===== config.mk =====
export PLATFORM = sky130hd
export DESIGN_NAME = rlcr_ram
export DESIGN_NICKNAME = d
export VERILOG_FILES = /design/src/design/rlcr_ram.sv
export SDC_FILE = /design/constraint.sdc
export NUM_CORES = 1
export LEC_CHECK = 0
export ABC_AREA = 1
export BUFFER_PORTS_ARGS = -buffer_cell sky130_fd_sc_hd__buf_2
export CELL_PAD_IN_SITES_DETAIL_PLACEMENT = 1
export CELL_PAD_IN_SITES_GLOBAL_PLACEMENT = 1
export CORE_UTILIZATION = 44
export CTS_CLUSTER_SIZE = 30
export DETAILED_ROUTE_END_ITERATION = 6
export PLACE_DENSITY_LB_ADDON = 0.12
export SYNTH_ARGS = -nofsm -noshare
export SYNTH_HDL_FRONTEND = slang
export SYNTH_SLANG_ARGS = --single-unit

===== constraint.sdc =====
create_clock -name clk -period 1.3 [get_ports clk]
set_clock_uncertainty 0.15 [all_clocks]
set_input_delay 0.195 -clock clk [delete_from_list [all_inputs] [get_ports clk]]
set_output_delay 0.195 -clock clk [all_outputs]
set_load 0.01 [all_outputs]

===== src/design/rlcr_ram.sv =====
// Generic simple dual-port RAM: one write port, one read port, registered read.
// No dependencies.
`default_nettype none
module rlcr_ram #(
  parameter int WIDTH = 8,
  parameter int DEPTH = 16
) (
  input  wire logic                     clk,
  input  wire logic                     we,
  input  wire logic [$clog2(DEPTH)-1:0] waddr,
  input  wire logic [WIDTH-1:0]         wdata,
  input  wire logic [$clog2(DEPTH)-1:0] raddr,
  output logic      [WIDTH-1:0]         rdata
);
  logic [WIDTH-1:0] mem [DEPTH];

  always_ff @(posedge clk) begin
    if (we) begin
      mem[waddr] <= wdata;
    end
    rdata <= mem[raddr];
  end
endmodule
`default_nettype wire


== Yosys cells after proc, flatten, opt, wreduce, memory -nomap -nowiden ==
Memories as Yosys holds them, arrays and structs flattened. A register that Yosys moved wholly into a read port is not among the register bits.
Index checks and enable logic that the tools add are counted.

* Memory bits (writable): 128
* Output and inout port bits: 8
* Register bits: 0
* Memories: 1

{| class="wikitable"
|+ Memory list
! memory !! depth !! bits a word !! rd ports !! clocked after memory_dff !! wr ports !! RTL line !! source
|-
| mem || 16 || 8 || 1 || 1 || 1 || 15 || <nowiki>logic [WIDTH-1:0] mem [DEPTH];</nowiki>
|}

* Mux-type cells: 2

{| class="wikitable"
|+ Operators with widths
! cell !! number
|-
| two-way mux 1 bit || 2
|}

== Logic depth before layout (Yosys ltp) ==
Gate-level depths: netlist (run 1).

* Depth in word-level cells: 2
* Gate-level depth with buffers: 8

== Worst setup path after synthesis (run 1) ==
Ideal clock, no wire load.

* Kind: in2reg
* From: in waddr[3]
* To: mem mem[4][0], enable pin
* Stages: 2
* Path buffers: 0
* Arrival time: 0.776 ns
* Path slack: 0.004 ns
* Data required time: 0.780 ns
* Cells stage by stage: nand3b_1 > nor2_1

{| class="wikitable"
|+ RTL lines
! what !! RTL line !! source
|-
| from (decl) || 10 || <nowiki>input wire logic [$clog2(DEPTH)-1:0] waddr,</nowiki>
|-
| to (decl) || 15 ||
|}

No word-level cell before the write port.

== Worst setup path after layout (run 1) ==
* From: reg rdata[6] (read register of mem)
* To: out rdata[6]

{| class="wikitable"
|+ RTL lines
! what !! RTL line !! source
|-
| from (decl) || 13 || <nowiki>output logic [WIDTH-1:0] rdata</nowiki>
|}

No word-level cell between the ends.

==> results of run 1 <==
## placed cells by master, fill, tap and decap left out, drive strengths merged
| master | count |
|---|---|
| nand3b | 2 |
| nand2 | 173 |
| nand3 | 97 |
| dfxtp | 8 |
| inv | 102 |
| dlygate4sd3 | 1 |
| buf | 54 |
| clkbuf | 26 |
| clkinv | 6 |
| nor2 | 17 |
| edfxtp | 128 |
## final timing paths
check	slack (ns)	to	cells past startpoint	start
worst max register to register	0.09	rdata[7]	6	mem[3][7]
worst min register to register	0.53	rdata[1]	6	mem[12][1]
worst max-delay path	0.01	rdata[6]	1	rdata[6]
worst min-delay path	0.02	rdata[4]	4	raddr[2]
## kinds of logic after synthesis
| logic type | synth area share |
|---|---|
| flops | 0.694 |
| buf+inv | 0.0952 |
| simple gates | 0.210 |
## area by class of cell
cell class              instances  area share
flip-flops and latches        136       0.591
multi-input cells             289       0.179
clock buffers                  26      0.0722
repair buffers                 55      0.0650
inverters                     102      0.0565
well taps                     172      0.0318
clock inverters                 6     0.00388
## metrics by stage
step | instance area (um^2) | setup TNS, ns | power (uW) | std cells | util
6_report | 6770 | 0 | 9830 | 786 | 0.532
5_1_grt | 6770 | 0 | 10100 | 786 | 0.532
4_1_cts | 6770 | 0 | 9920 | 786 | 0.532
3_5_place_dp | 6250 | -7.69 | 5710 | 753 | 0.491
3_3_place_gp | 6250 | -2.90 | 5680 | 753 | 0.491
2_1_floorplan | 5770 | 0 | 5380 | 551 | -
## metal layers
metal	GRT usage	part of all wire	up-vias	wire, um
li1	-	-	1876	-
met1	0.305	0.44	2009	6540
met2	0.409	0.50	90	7470
met3	0.0374	0.033	24	496
met4	0.109	0.023	0	345
met5	0	0	-	0
## state kept, by name, summed over array words and instances (netlist names)
name	cells
mem	128
rdata	8
## power by group
part           internal, uW  switching, uW
Sequential             4900           31.5
Clock                  2560           1660
Combinational           217            464
Total                  7680           2150
## timing repair
item                                   4_1_cts  5_1_grt
hold buffers                                 1        0
setup endpoints to repair                    0        0
endpoints found under the hold margin        1        0
==> results_dict.tcl, run 1 <==
set metrics [dict create \
    cts_tree "done" \
    area.sequential_um2 4000 \
    worst_hold_class "input pin to flop" \
    netlist.top_cell.by_area "sky130_fd_sc_hd__edfxtp_1" \
    multi_input_area_um2 1210 \
    crit_path_start_kind "flop" \
    post_route_wl_um 14900 \
    core.rowCount 41 \
    synth.top_cells.by_area "sky130_fd_sc_hd__edfxtp_1 67%, sky130_fd_sc_hd__nand2_1 11%, sky130_fd_sc_hd__nand3_1 8.4%" \
    cts-resized-gates 0 \
    detailedRoute.firstIterationViolations 265 \
    outcome "finished clean" \
    buffer_levels_on_the_longest_clock_path 2 \
    worst-path-max-fanout 1 \
    cts-buffers-inserted 17 \
    drtPass1Iterations 4 \
    core_ar_um2 12700 \
    max_freq_ghz 0.776 \
    post_synth_inst_count 551 \
    synth_sequential_area_ratio 0.694 \
    cts_htree_levels 4 \
    critical-path-top-delay-family "flip-flops" \
    setup_repair_after_global_routing_missed_its_margin "false" \
    max_slew.worst_pin.slew_ns 0.424 \
    dpl.hpwl_um 9400 \
    synth.most_common_cell "sky130_fd_sc_hd__nand2_1" \
    worst_path_largest_cell_delay_ns 0.38 \
    place_worst_setup_slack_ns -0.195 \
    synthToLayoutAreaGrowth_pct 17.4 \
    antenna_found_initial 0 \
    routed_wire_length_per_instance_um 18.9 \
    synth_cell_types 12 \
    ioPinCount 26 \
    final.period_utilization 0.992 \
    vias_per_cell 5.09 \
    critical-path-slowest-cell "sky130_fd_sc_hd__dfxtp_1" \
    grt_start_max_net_pins 60 \
    initial_core_utilization 0.453 \
    setup_ws_ns 0.0107 \
    die_width_um 116 \
    slew_viol_final 0 \
    cts.root.buffer_cell "sky130_fd_sc_hd__clkbuf_16" \
    cp.required_ns 0.95 \
    max_cap_viols 0 \
    global_route_total_usage_across_every_layer 0.241 \
    pwr_density_cell_nw_per_um2 1450 \
    crit_end_element "output port" \
    synth.ff_latch_count 136 \
    syn_area_um2 5770 \
    fillCellCount 1436 \
    final.hold.worst_slack_ns 0.0206 \
    drt_drc_violations_left 0 \
    number_of_global_route_vias_before_repair 4090 \
    place.gp.congestion 0.775 \
    detail-route-antenna-nets 0 \
    die_height_um 116 \
    hold_violations 0 \
    floorplan.die_area_um2 13600 \
    global_route.overflow_total 0 \
    yosysWarningCount 0 \
    setup-violations-final 0 \
    synth_enable_flop_cells 128 \
    buffer_ports.inserted 25 \
    cts.clk_slew.worst_paths_ns 0.05 \
    avgSynthCellArea_um2 10.5 \
    finalWorstPathRequiredPeriod_ns 1.29 \
    post_cts_setup_buffer_count 0 \
    synth_flop_cell "sky130_fd_sc_hd__edfxtp_1" \
    synth_top_cells_by_count "173 x sky130_fd_sc_hd__nand2_1, 128 x sky130_fd_sc_hd__edfxtp_1, 100 x sky130_fd_sc_hd__inv_1, 97 x sky130_fd_sc_hd__nand3_1, 17 x sky130_fd_sc_hd__nor2_1" \
    drive_gt1_frac 0.129 \
    chain_of_cells_forming_the_critical_path "buf_2" \
    postSynth.asyncResetShare 0 \
    slew_headroom 0.718 \
    ir_worst_vdd_mv 0.784 \
    diodes_inserted 0 \
    criticalPathCategory "flop to output port" \
    arrival_ns 0.94 \
    clk-insertion-delay-late_ns 0.42 \
    mappedNetlistNets 569 \
    synth_top_area_share 0.667 \
    finalNetCount 619 \
    cp.buffers_inverters 1 \
    detailed_route_via_count 3999 \
    grt_first_pass_wirelength_um 22800 \
    cts.sink_count 136 \
    power.static_leakage_uw 0.00295 \
]
Note: power is estimated with default switching activity, not from simulation.
==> run 2: changes to the inputs <==
--- a/config.mk
+++ b/config.mk
@@ -6,12 +6,13 @@
 export NUM_CORES = 1
 export LEC_CHECK = 0
 export ABC_AREA = 1
-export BUFFER_PORTS_ARGS = -buffer_cell sky130_fd_sc_hd__buf_2
 export CELL_PAD_IN_SITES_DETAIL_PLACEMENT = 1
 export CELL_PAD_IN_SITES_GLOBAL_PLACEMENT = 1
-export CORE_UTILIZATION = 44
+export CORE_UTILIZATION = 45
 export CTS_CLUSTER_SIZE = 30
 export DETAILED_ROUTE_END_ITERATION = 6
+export DONT_BUFFER_PORTS = 1
+export GPL_TIMING_DRIVEN = 0
 export PLACE_DENSITY_LB_ADDON = 0.12
 export SYNTH_ARGS = -nofsm -noshare
 export SYNTH_HDL_FRONTEND = slang
==> constraint.sdc (replaced) <==
create_clock -name clk -period 1.3 [get_ports clk]
set_clock_uncertainty 0.15 [all_clocks]
set_input_delay 0.195 -clock clk [delete_from_list [all_inputs] [get_ports clk]]
set_output_delay 0.195 -clock clk [all_outputs]
set_load 0.1 [all_outputs]
==> results_dict.tcl, run 2 (synthesis gave the netlist of run 1 again) <==
set metrics [dict create \
    ir_worst_vdd_mv 0.993 \
    place_worst_setup_slack_ns -0.458 \
    dpl.hpwl_um 10100 \
    max_slew.worst_pin.slew_ns 1.04 \
    buffer_levels_on_the_longest_clock_path 2 \
    mostFrequentLayoutCells "173 x sky130_fd_sc_hd__nand2_1, 128 x sky130_fd_sc_hd__edfxtp_1, 100 x sky130_fd_sc_hd__inv_1, 97 x sky130_fd_sc_hd__nand3_1, 17 x sky130_fd_sc_hd__clkbuf_16" \
    violations_in_the_final_reports "negative setup slack" \
    placed_area_um2 5980 \
    cp.buffers_inverters 0 \
    cts_htree_levels 4 \
    place.gp.congestion 0.796 \
    power.static_leakage_uw 0.00287 \
    design_power_total_uw 10300 \
    setup_repair_after_global_routing_missed_its_margin "true" \
    grt_first_pass_wirelength_um 23900 \
    hold_violations 0 \
    final.period_utilization 1.03 \
    criticalPathCategory "input pin to flop" \
    number_of_global_route_vias_before_repair 4083 \
    crit_path_start_kind "input pin" \
    finalWorstPathRequiredPeriod_ns 1.34 \
    buffer_ports.inserted 0 \
    cts-buffers-inserted 17 \
    core_ar_um2 12300 \
    global_route_total_usage_across_every_layer 0.262 \
    cts.sink_count 136 \
    final_util 0.543 \
    arrival_ns 1.23 \
    slew_headroom 0.303 \
    global_route.overflow_total 0 \
    final.hold.worst_slack_ns 0.0829 \
    die_width_um 115 \
    critical-path-top-delay-family "simple AND/OR/NAND/NOR gates" \
    finish.instance_area_um2 6660 \
    chain_of_cells_forming_the_critical_path "nand3b_1 > nor2_1" \
    critical-path-slowest-cell "sky130_fd_sc_hd__nor2_1" \
    grt_start_max_net_pins 17 \
    worst_path_largest_cell_delay_ns 0.82 \
    detailedRoute.firstIterationViolations 245 \
    cts_tree "done" \
    max_flop_register "mem" \
    initial_core_utilization 0.470 \
    max_cap_viols 0 \
    antenna_found_initial 0 \
    drt_drc_violations_left 0 \
    setup_ws_ns -0.0422 \
    detail-route-antenna-nets 0 \
    die_height_um 115 \
    drtPass1Iterations 4 \
    outcome "complete, but fails checks" \
    synthToLayoutAreaGrowth_pct 15.4 \
    crit_end_element "flop" \
    number_of_flip_flops_under_the_largest_register_name 128 \
    pwr_density_cell_nw_per_um2 1550 \
    diodes_inserted 0 \
    setup-violations-final 14 \
    layout_commonest_cell "sky130_fd_sc_hd__nand2_1" \
    worst-path-max-fanout 8 \
    routed_wire_length_per_instance_um 20.5 \
    drive_gt1_frac 0.103 \
    detailed_route_via_count 3875 \
    vias_per_cell 5.11 \
    floorplan.die_area_um2 13300 \
    cts.clk_slew.worst_paths_ns 0.05 \
    ioPinCount 26 \
    max_freq_ghz 0.745 \
    post_route_wl_um 15600 \
    cp.required_ns 1.19 \
    clk-insertion-delay-late_ns 0.43 \
    core.rowCount 40 \
    layout_top_registers "mem: 128 flops, rdata: 8 flops" \
    slew_viol_final 0 \
    worst_hold_class "input pin to flop" \
    cts.root.buffer_cell "sky130_fd_sc_hd__clkbuf_16" \
    finalNetCount 596 \
]
==> run 2: cell count changes in the layout (fill, tap and decap cells not counted), moves of 6 or more <==
| cell | before | now |
|---|---|---|
| sky130_fd_sc_hd__buf_4 | 22 | 4 |
| sky130_fd_sc_hd__buf_6 | 0 | 6 |
| sky130_fd_sc_hd__buf_2 | 25 | 13 |
| sky130_fd_sc_hd__dfxtp_4 | 0 | 8 |
| sky130_fd_sc_hd__dfxtp_1 | 8 | 0 |
| sky130_fd_sc_hd__buf_12 | 7 | 0 |
==> run 2: worst paths after layout <==
kind / from / endpoint / slack [ns] / depth (start not counted)
max: waddr[3] / mem[6][0] / -0.04 / 2
min: raddr[2] / rdata[1] / 0.08 / 4
max reg2reg: mem[15][3] / rdata[3] / 0.09 / 6
min reg2reg: mem[2][1] / rdata[1] / 0.59 / 6
==> run 2: metrics by stage <==
step | TNS, ns | instances
after floorplan | 0 | 551
after global placement | -39.03 | 719
after detailed placement | -42.55 | 719
after CTS | -0.324 | 759
after global routing | -0.822 | 759
final | -0.314 | 759
==> run 2: timing repair <==
action,CTS,global route
hold endpoints to repair,128,0
buffers inserted,0,0
hold buffers,8,0
endpoints found under the setup margin,19,120
resized for setup,16,9
==> run 2: layout make-up <==
class / count / area [um^2]
fillers: 1354 / 5610
flip-flops and latches: 136 / 4030
multi-input cells: 289 / 1220
clock buffers: 21 / 440
inverters: 102 / 383
well taps: 168 / 210
plain buffers: 24 / 166
clock inverters: 11 / 106
repair buffers: 8 / 92.6
==> run 2: routing by layer <==
| layer | share of wire | track usage |
|---|---|---|
| met5 | 0 | 0 |
| met3 | 0.056 | 0.0480 |
| met4 | 0.022 | 0.106 |
| met2 | 0.47 | 0.417 |
| met1 | 0.45 | 0.356 |
==> run 2: report_power, final <==
group | internal [uW] | total [uW] | switching (uW)
Sequential | 4910 | 5150 | 239
Combinational | 174 | 624 | 451
Clock | 2780 | 4520 | 1740
==> run 3: changes to the inputs <==
--- a/config.mk
+++ b/config.mk
@@ -7,8 +7,9 @@
 export LEC_CHECK = 0
 export ABC_AREA = 1
 export CELL_PAD_IN_SITES_DETAIL_PLACEMENT = 1
-export CELL_PAD_IN_SITES_GLOBAL_PLACEMENT = 1
-export CORE_UTILIZATION = 45
+export CELL_PAD_IN_SITES_GLOBAL_PLACEMENT = 2
+export CORE_ASPECT_RATIO = 1.75
+export CORE_UTILIZATION = 38
 export CTS_CLUSTER_SIZE = 30
 export DETAILED_ROUTE_END_ITERATION = 6
 export DONT_BUFFER_PORTS = 1
==> results_dict.tcl, run 3 (synthesis gave the netlist of run 1 again) <==
set metrics [dict create \
    clk-insertion-delay-late_ns 0.43 \
    final.period_utilization 0.998 \
    power.static_leakage_uw 0.00291 \
    max_flop_register "mem" \
    routed_wire_length_per_instance_um 21.8 \
    cts.clk_slew.worst_paths_ns 0.06 \
    antenna_found_initial 1 \
    finalNetCount 596 \
    global_route.overflow_total 0 \
    hold_violations 0 \
    drt_drc_violations_left 0 \
    crit_path_start_kind "flop" \
    buffer_ports.inserted 0 \
    sw_frac_of_total 0.228 \
    finish.instance_area_um2 6800 \
    placed_area_um2 6000 \
    worst-path-max-fanout 1 \
    met2_usage 0.434 \
    power_frac_clock 0.485 \
    outcome "finished clean" \
    worst_hold_class "input pin to flop" \
    fillCellCount 1613 \
    cts-buffers-inserted 17 \
    global_route_total_usage_across_every_layer 0.239 \
    dpl.hpwl_um 11300 \
    finalWorstPathRequiredPeriod_ns 1.30 \
    grt_start_max_net_pins 17 \
    drive_gt1_frac 0.120 \
    cts.root.buffer_cell "sky130_fd_sc_hd__clkbuf_16" \
    detailed_route_via_count 3914 \
    final_util 0.459 \
    layout_commonest_cell "sky130_fd_sc_hd__nand2_1" \
    core_ar_um2 14800 \
    post_route_wl_um 16900 \
    slew_viol_final 0 \
    die_height_um 165 \
    vias_per_cell 5.05 \
    switchingPower_uw 2570 \
    number_of_instances_in_the_placed_design 734 \
    place_worst_setup_slack_ns -0.544 \
    pwr_density_cell_nw_per_um2 1650 \
    cts.sink_count 136 \
    grt_use_met3 0.0428 \
    initial_core_utilization 0.389 \
    cellInternalPower_uw 8680 \
    crit_end_element "output port" \
    slew_headroom 0.442 \
    busiest_layer "met2" \
    cp.required_ns 0.95 \
    number_of_global_route_vias_before_repair 4227 \
    layoutNonFillerInstCount 775 \
    setup-violations-final 0 \
    cts_htree_levels 4 \
    ioPinCount 26 \
    drtPass1Iterations 4 \
    seq_power_share 0.458 \
    detailedRoute.firstIterationViolations 233 \
    core.rowCount 59 \
    number_of_flip_flops_under_the_largest_register_name 128 \
    setup_ws_ns 0.00217 \
    max_cap_viols 0 \
    cts_tree "done" \
    synthToLayoutAreaGrowth_pct 18.0 \
    grt_use_met1 0.256 \
    grt_first_pass_wirelength_um 25100 \
    max_slew.worst_pin.slew_ns 0.834 \
    mostFrequentLayoutCells "173 x sky130_fd_sc_hd__nand2_1, 128 x sky130_fd_sc_hd__edfxtp_1, 100 x sky130_fd_sc_hd__inv_1, 95 x sky130_fd_sc_hd__nand3_1, 17 x sky130_fd_sc_hd__clkbuf_16" \
    layout_top_registers "mem: 128 flops, rdata: 8 flops" \
    die_width_um 95.1 \
    setup_repair_after_global_routing_missed_its_margin "true" \
    floorplan.die_area_um2 15700 \
    place.gp.congestion 0.798 \
    detail-route-antenna-nets 0 \
    max_freq_ghz 0.771 \
    ir_worst_vdd_mv 0.920 \
    arrival_ns 0.95 \
    buffer_levels_on_the_longest_clock_path 2 \
    criticalPathCategory "flop to output port" \
    power.share.combinational 0.057 \
]
==> run 3: cell types whose count changed in the layout (fill, tap and decap cells not counted), sizes merged <==
cell,before,now
bufinv,2,6
clkinv,8,5
dlygate4sd3,3,5
dlymetal6s4s,5,3
clkbuf,21,20
diode,0,1
==> run 3: what timing repair did <==
| item | 4_1_cts | 5_1_grt |
|---|---|---|
| gates resized for setup | 20 | 8 |
| endpoints found under the setup margin | 50 | 80 |
| hold buffers | 8 | 0 |
| endpoints found under the hold margin | 128 | 0 |
| setup buffers | 0 | 0 |
==> run 3: cell type report <==
cell class	count	area [um^2]	share of cell area
sequential	136	4030	0.593
multi-input combinational	289	1240	0.182
clock buffer	20	437	0.0642
inverter	102	383	0.0563
tap	183	229	0.0337
clock inverter	12	224	0.0329
buffer	24	166	0.0245
timing repair buffer	8	87.6	0.0129
antenna	1	2.50	0.000368
==> run 3: final timing paths <==
path / cells past startpoint / startpoint / endpoint / slack (ns)
setup / recovery: 0 / rdata[1] / rdata[1] / 0.002
setup reg to reg: 6 / mem[14][3] / rdata[3] / 0.09
hold / removal: 3 / raddr[3] / rdata[2] / 0.04
hold reg to reg: 6 / mem[15][2] / rdata[2] / 0.53
==> run 3: power by group through the flow <==
stage | Sequential [uW] | Combinational [uW] | Clock, uW
2_1_floorplan | 5220 | 346 | 0
3_3_place_gp | 5230 | 537 | 0
3_5_place_dp | 5230 | 547 | 0
4_1_cts | 5150 | 650 | 5520
5_1_grt | 5160 | 706 | 5700
6_report | 5150 | 642 | 5460
==> run 3: stage by stage <==
step | power [uW] | hold WS (ns) | setup TNS, ns
floorplan | 5570 | 0.144 | 0
global placement | 5770 | 0.145 | -45.45
detailed placement | 5780 | 0.145 | -50.64
CTS | 11300 | 0.0294 | -1.53
global route | 11600 | 0.0734 | -0.0754
finish | 11300 | 0.0401 | 0
==> run 3: worst min-delay path: stages <==
cell and delay [ns]:
sky130_fd_sc_hd__buf_1 0.20, sky130_fd_sc_hd__nand3_1 0.14, sky130_fd_sc_hd__nand2_1 0.04
==> run 3: metal layers <==
layer  share of wire  up-vias  wire (um)
met1            0.37     1952       6280
li1                -     1835          -
met5               0        -          0
met3           0.036       41        615
met2            0.55       86       9380
met4           0.037        0        634
